<file path="src/rtl/assert_macros.svh">
// Assertion macros used by the rate table RTL.
`ifndef ASSERT_MACROS_SVH
`define ASSERT_MACROS_SVH
`ifndef SYNTHESIS
`define ASSERT_CHK(lbl, clk, rst_n, prop) \
    lbl: assert property (@(posedge clk) disable iff (!rst_n) (prop)) \
        else $error("rate table assertion failed");
`define ASSERT_ALWAYS(lbl, clk, prop) \
    lbl: assert property (@(posedge clk) (prop)) \
        else $error("rate table assertion failed");
`else
`define ASSERT_CHK(lbl, clk, rst_n, prop)
`define ASSERT_ALWAYS(lbl, clk, prop)
`endif
`endif

</file>
<file path="src/rtl/cfrt_pkg.sv">
// Types and constants of the client flow rate table.
package cfrt_pkg;

    localparam int DATA_W      = 32;
    localparam int SLOT_W      = 5;
    localparam int COUNT_W     = 6;
    localparam int IN_TDATA_W  = 96;
    localparam int OUT_FIELD_W = SLOT_W + 2 * DATA_W + COUNT_W;
    localparam int OUT_TDATA_W = ((OUT_FIELD_W + 7) / 8) * 8;
    localparam int OUT_PAD_W   = OUT_TDATA_W - OUT_FIELD_W;
    localparam int OUT_TUSER_W = 2;

    typedef enum logic [1:0] {
        OC_UPDATE  = 2'd0,
        OC_INSERT  = 2'd1,
        OC_REPLACE = 2'd2,
        OC_DROP    = 2'd3
    } t_outcome;

    typedef enum logic [2:0] {
        S_IDLE,
        S_SCAN,
        S_DECIDE,
        S_DIV,
        S_OUT
    } t_state;

    typedef struct packed {
        logic [DATA_W-1:0] key;
        logic [DATA_W-1:0] last_rx;
        logic [DATA_W-1:0] last_tx;
        logic [DATA_W-1:0] rx_rate;
        logic [DATA_W-1:0] tx_rate;
    } t_entry;

endpackage

</file>
<file path="src/rtl/cfrt_div.sv">
// Two-lane divider by a fixed interval, built from a reciprocal multiply and one correction.
module cfrt_div
    import cfrt_pkg::*;
#(
    parameter int DIVISOR = 2
) (
    input  logic              i_clk,
    input  logic              i_rst_n,
    input  logic              i_start,
    input  logic [DATA_W-1:0] i_dvd_a,
    input  logic [DATA_W-1:0] i_dvd_b,
    output logic              o_done,
    output logic [DATA_W-1:0] o_quo_a,
    output logic [DATA_W-1:0] o_quo_b
);

    localparam int PROD_W = 2 * DATA_W;
    localparam logic [DATA_W-1:0] RECIP =
        DATA_W'(((64'd1 << DATA_W) - 64'd1) / 64'(DIVISOR));
    localparam logic [DATA_W-1:0] DIV_C = DATA_W'(DIVISOR);

    logic [DATA_W-1:0] r_dvd  [2];
    logic [PROD_W-1:0] r_prod [2];
    logic [DATA_W-1:0] r_est  [2];
    logic [DATA_W-1:0] r_rem  [2];
    logic [DATA_W-1:0] r_quo  [2];
    logic [DATA_W-1:0] w_est  [2];
    logic [DATA_W-1:0] w_back [2];
    logic [3:0]        r_stage;

    // The estimate is the true quotient or one below it; the remainder test fixes it up.
    always_comb begin
        for (int l = 0; l < 2; l++) begin
            w_est[l]  = r_prod[l][PROD_W-1:DATA_W];
            w_back[l] = w_est[l] * DIV_C;
        end
    end

    always_ff @(posedge i_clk) begin
        if (!i_rst_n) begin
            r_stage <= '0;
        end else begin
            r_stage <= {r_stage[2:0], i_start};
        end
    end

    always_ff @(posedge i_clk) begin
        if (i_start) begin
            r_dvd[0] <= i_dvd_a;
            r_dvd[1] <= i_dvd_b;
        end
        for (int l = 0; l < 2; l++) begin
            r_prod[l] <= PROD_W'(r_dvd[l]) * PROD_W'(RECIP);
            r_est[l]  <= w_est[l];
            r_rem[l]  <= r_dvd[l] - w_back[l];
            r_quo[l]  <= (r_rem[l] >= DIV_C) ? r_est[l] + 1'b1 : r_est[l];
        end
    end

    assign o_done  = r_stage[3];
    assign o_quo_a = r_quo[0];
    assign o_quo_b = r_quo[1];

endmodule

</file>
<file path="config.mk">
export PLATFORM = sky130hd
export DESIGN_NAME = cfrt_div
export DESIGN_NICKNAME = d
export VERILOG_FILES = /design/src/rtl/assert_macros.svh /design/src/rtl/cfrt_pkg.sv /design/src/rtl/cfrt_div.sv
export SDC_FILE = /design/constraint.sdc
export NUM_CORES = 2
export LEC_CHECK = 0
export ABC_CLOCK_PERIOD_IN_PS = 10160
export BUFFER_PORTS_ARGS = -buffer_cell sky130_fd_sc_hd__buf_2
export CAP_MARGIN = 0
export CELL_PAD_IN_SITES_DETAIL_PLACEMENT = 0
export CELL_PAD_IN_SITES_GLOBAL_PLACEMENT = 1
export CORE_MARGIN = 2
export CORE_UTILIZATION = 52
export DETAILED_ROUTE_END_ITERATION = 7
export GPL_TIMING_DRIVEN = 1
export PLACE_DENSITY_LB_ADDON = 0.08
export SYNTH_ARGS = -nofsm -noshare
export SYNTH_HDL_FRONTEND = slang
export SYNTH_SLANG_ARGS = --single-unit
</file>
<file path="constraint.sdc">
create_clock -name i_clk -period 10.16 [get_ports i_clk]
set_input_delay 0.508 -clock i_clk [delete_from_list [all_inputs] [get_ports i_clk]]
set_output_delay 0.508 -clock i_clk [all_outputs]
set_load 0.02 [all_outputs]
</file>
== Word level (Yosys, flattened, before mapping) ==
Memory sizes are Yosys's and may differ from the RTL's.
Cells that the tools add are included.

* Add/subtract/negate cells: 4
* $mul: 2
* Divide/modulo/power cells: 0
* Magnitude comparators: 2
* Equality and inequality tests: 0
* Shift operators: 0
* Multiplexer cells: 4
* Bitwise operators: 0
* Reduce and logical (&&, ||, !) cells: 0

{| class="wikitable"
|+ Operator list
! operator !! count
|-
| $mul 32x31->63 const B || 2
|-
| $add 32x1->32 const B || 2
|-
| $ge 32x2->1 const B || 2
|-
| $mux 32 || 2
|-
| $sub 32x32->32 || 2
|-
| $mux 1 || 2
|}

* Register bits: 4
* Bits in latches: 0
* Memory bits (writable): 382
* ROM bits: 0
* Input bits: 67
* Output and inout port bits: 65
* Word-level logic and storage cells: 18
* Memories: 5

{| class="wikitable"
|+ Memories
! name !! words !! bits a word !! rd ports !! clocked after memory_dff !! wr ports !! RTL line !! text
|-
| r_prod || 2 || 63 || 2 || 0 || 2 || cfrt_div.sv:23 || <nowiki>logic [PROD_W-1:0] r_prod [2];</nowiki>
|-
| r_dvd || 2 || 32 || 2 || 0 || 2 || cfrt_div.sv:22 || <nowiki>logic [DATA_W-1:0] r_dvd [2];</nowiki>
|-
| r_est || 2 || 32 || 2 || 0 || 2 || cfrt_div.sv:24 || <nowiki>logic [DATA_W-1:0] r_est [2];</nowiki>
|-
| r_quo || 2 || 32 || 2 || 0 || 2 || cfrt_div.sv:26 || <nowiki>logic [DATA_W-1:0] r_quo [2];</nowiki>
|-
| r_rem || 2 || 32 || 2 || 0 || 2 || cfrt_div.sv:25 || <nowiki>logic [DATA_W-1:0] r_rem [2];</nowiki>
|}

== Depth between registers and ports, before layout ==
An unclocked memory read counts as a cell.

* Depth after elaboration: 3
* Depth in mapped cells: 29
* Depth with buffers taken out: 29

== Least setup slack after synthesis ==
Ideal clock, no wire load.

* Path type: reg2reg
* From: memory r_dvd[0][21]
* To: memory r_prod[0][62] in the netlist's numbering
* Library setup time: 0.121 ns
* Arrival time: 7.219 ns
* Data required time: 10.039 ns
* Path slack: 2.821 ns
* Stages on the path, launching flop included: 26
* Path buffers: 0
* Period minus slack after synthesis: 7.339 ns
* Cells stage by stage: edfxtp_1 > fa_1 > inv_1 > fa_1 > inv_1 > fa_1 > inv_1 > fa_1 > inv_1 > fa_1 > fa_1 > fa_1 > inv_1 > fa_1 > inv_1 > ha_1 > nand4_2 > or4_1 > a211o_1 > a21oi_2 > nor4b_2 > o31ai_4 > a22oi_2 > a21oi_2 > a21oi_1 > xnor2_1

{| class="wikitable"
|+ RTL lines
! item !! RTL line
|-
| from (decl) || cfrt_div.sv:22
|-
| to (decl) || cfrt_div.sv:23
|}

==> flow_summary.toml <==
[drt]
drc = 0
drtAntennaViolNets = 0
via_per_inst = 5.22
wl_um = 125000
dr.pass1.iters = 6
first_iter_violations = 2089
wl_per_cell_um = 22.1
dr_total_vias = 29400

[sta]
fin_setup_tns_ns = 0
fmax_ghz = 0.115
period_needed_ns = 8.73
period_share_pct = 85.9
setup_viol = 0
fin_worst_skew_ns = 0.0355
worst_pin_slew_ns = 1.12
relSlewSlack_pct = 25.5
slew_viol_final = 0
whs_ns = 0.0976
rsz0062_at_grt = "no"
hold_viol = 0

[setup_path]
crit_top_cell = "fa_1"
cp-end-kind = "register"
slowest_stage = "a2111oi_2"
path_max_fanout = 5
crit_required_ns = 10.65
cp_num_buf_inv = 6
startpoint_type = "register"
crit_type = "register to register"
arrival_ns = 9.22
slowest_delay_ns = 0.74
cpLargestDelayFamily = "adder cells"

[yosys]
synth_top_family_by_area = "adder cells"
synth_fa_ha_area_share_pct = 54.5
synth.avg_cell_area_um2 = 10.3
syn_area_mm2 = 0.0447
synth_cell_type_count = 88
yosysTopAreaCellShare_pct = 37.7
ys_warn_count = 0
syn-num-nets = 5820
synthSimpleGateAreaFrac_pct = 5.22
async_flop_share_pct = 0
yosys.area.top_type = "fa_1"
syn_inst = 4322
ys.flop_type = "dfxtp_1"
synthTopCellsByArea = "fa_1 38%, ha_1 16%, dfxtp_1 11%"
synth.area.mux_share_pct = 0.0756
ys_seq_area_share_pct = 15.7
synth_edf_count = 64
synth.ff_latch_count = 318
synth_commonest_cells = "1208 x inv_1, 842 x fa_1, 589 x ha_1"
synth_most_common_cell = "inv_1"
synthXorXnorAreaFrac_pct = 6.41
synth_compound_area_share_pct = 7.61

[final_layout]
drive_gt1_share_pct = 5.48
final_net_count = 5961
multi_input_area_mm2 = 0.0330
nFillCells = 7680
num_antenna_cells = 0
ff_latch_area_mm2 = 0.00701
area_growth_pct = 7.52

[grt]
grt_pass1_vias = 30200
grt_pass1_wl_um = 188000
gr-total-overflow = 0
track_usage_pct = 28.9
antenna_found_initial = 2
grt_max_degree = 59

[cts]
ctsResizeCount = 0
h-tree-depth = 2
clockRootBuffer = "clkbuf_16"
hold_buffers = 0
cts_sinks = 318
cts_buffer_depth = 3
path_clk_slew_ns = 0.06
cts_inserted_buffers = 38
cts_setup_buffers = 0
cts_tree = "built"
clock_latency_ns = 0.58

[floorplan]
core_area_mm2 = 0.0851
die_x_um = 297
die_area_mm2 = 0.0883
fp-row-count = 107
initial_core_util_pct = 52.5
die_h_um = 297
num_io_pins = 132

[min_path]
hp-class = "primary input to register"

[place]
gp_congestion = 0.963
portBuffers = 131
dp_hpwl_um = 113000

[job]
drv_cap = 0

[run_status]
status = "complete, no violations"
==> layout by cell type, fill, tap and decap left out, types with 8 or more instances in the layout <==
cell type / instances
a211oi_1: 12
a21o_1: 98
a21oi_1: 178
a31oi_1: 14
and2_1: 11
and3_1: 26
buf_2: 130
clkbuf_16: 41
dfxtp_1: 254
edfxtp_1: 64
fa_1: 842
ha_1: 589
inv_1: 1208
maj3_1: 12
nand2_1: 120
nand2b_1: 14
nand3_1: 48
nand4_1: 37
nor2_1: 103
nor2b_1: 19
nor3_1: 28
nor4_1: 23
o2111ai_1: 8
o21a_1: 21
o21ai_0: 77
o21bai_1: 26
or2_2: 9
xnor2_1: 203
xor2_1: 124
==> per-stage QoR <==
step           std cells  cell area, um^2  setup WS [ns]  util [%]
4_1_cts             5637            48000           1.51      56.4
2_1_floorplan       4322            44700           2.82         -
5_1_grt             5637            48000           1.03      56.4
3_3_place_gp        5567            46700           1.59      54.8
3_5_place_dp        5567            46700           1.57      54.8
6_report            5637            48000           1.43      56.4
==> final timing paths <==
kind,startpoint,endpoint,slack [ns],depth (start not counted)
worst max register to register,r_dvd[0][44]$_DFFE_PP_,r_prod[0][119]$_DFF_P_,1.43,25
worst min register to register,r_prod[0][60]$_DFF_P_,r_est[0][28]$_DFF_P_,0.35,0
worst max-delay path,r_dvd[0][44]$_DFFE_PP_,r_prod[0][119]$_DFF_P_,1.43,25
worst min-delay path,i_dvd_a[29],r_dvd[0][29]$_DFFE_PP_,0.1,1
==> cells by family (layout without fill, tap and decap cells) <==
family / count (synthesis) / count (layout)
muxes: 3 / 3
AOI/OAI and AO/OA: 521 / 521
and+or+nand+nor: 467 / 467
DFF: 318 / 318
xor gates and xnor gates: 327 / 327
buffers and inverters: 1243 / 1414
adders and majority gates: 1443 / 1443
==> area by class of cell <==
class	instances	share of cell area, %
Multi-Input combinational cell	2761	68.7
Sequential cell	318	14.6
Inverter	1208	9.44
Clock buffer	50	2.29
Clock inverter	20	0.612
Tap cell	1144	2.98
Timing Repair Buffer	136	1.45
==> metal layers <==
metal  vias up  part of all wire (%)  GRT usage [%]
met3       105                   7.4           5.49
met2       888                    41           41.0
li1      13700                     -              -
met5         -                     0              0
met4         0                   1.9           5.51
met1     14700                    49           45.8
==> flip-flops by register name (all words and copies together), names as in the netlist <==
register	flops
r_dvd	64
r_quo	64
r_est	62
r_prod	62
r_rem	62
r_stage	4
Power is left out: the tool's default activity adds up to more than one toggle a clock period on the data nets, which glitch-free logic cannot reach.
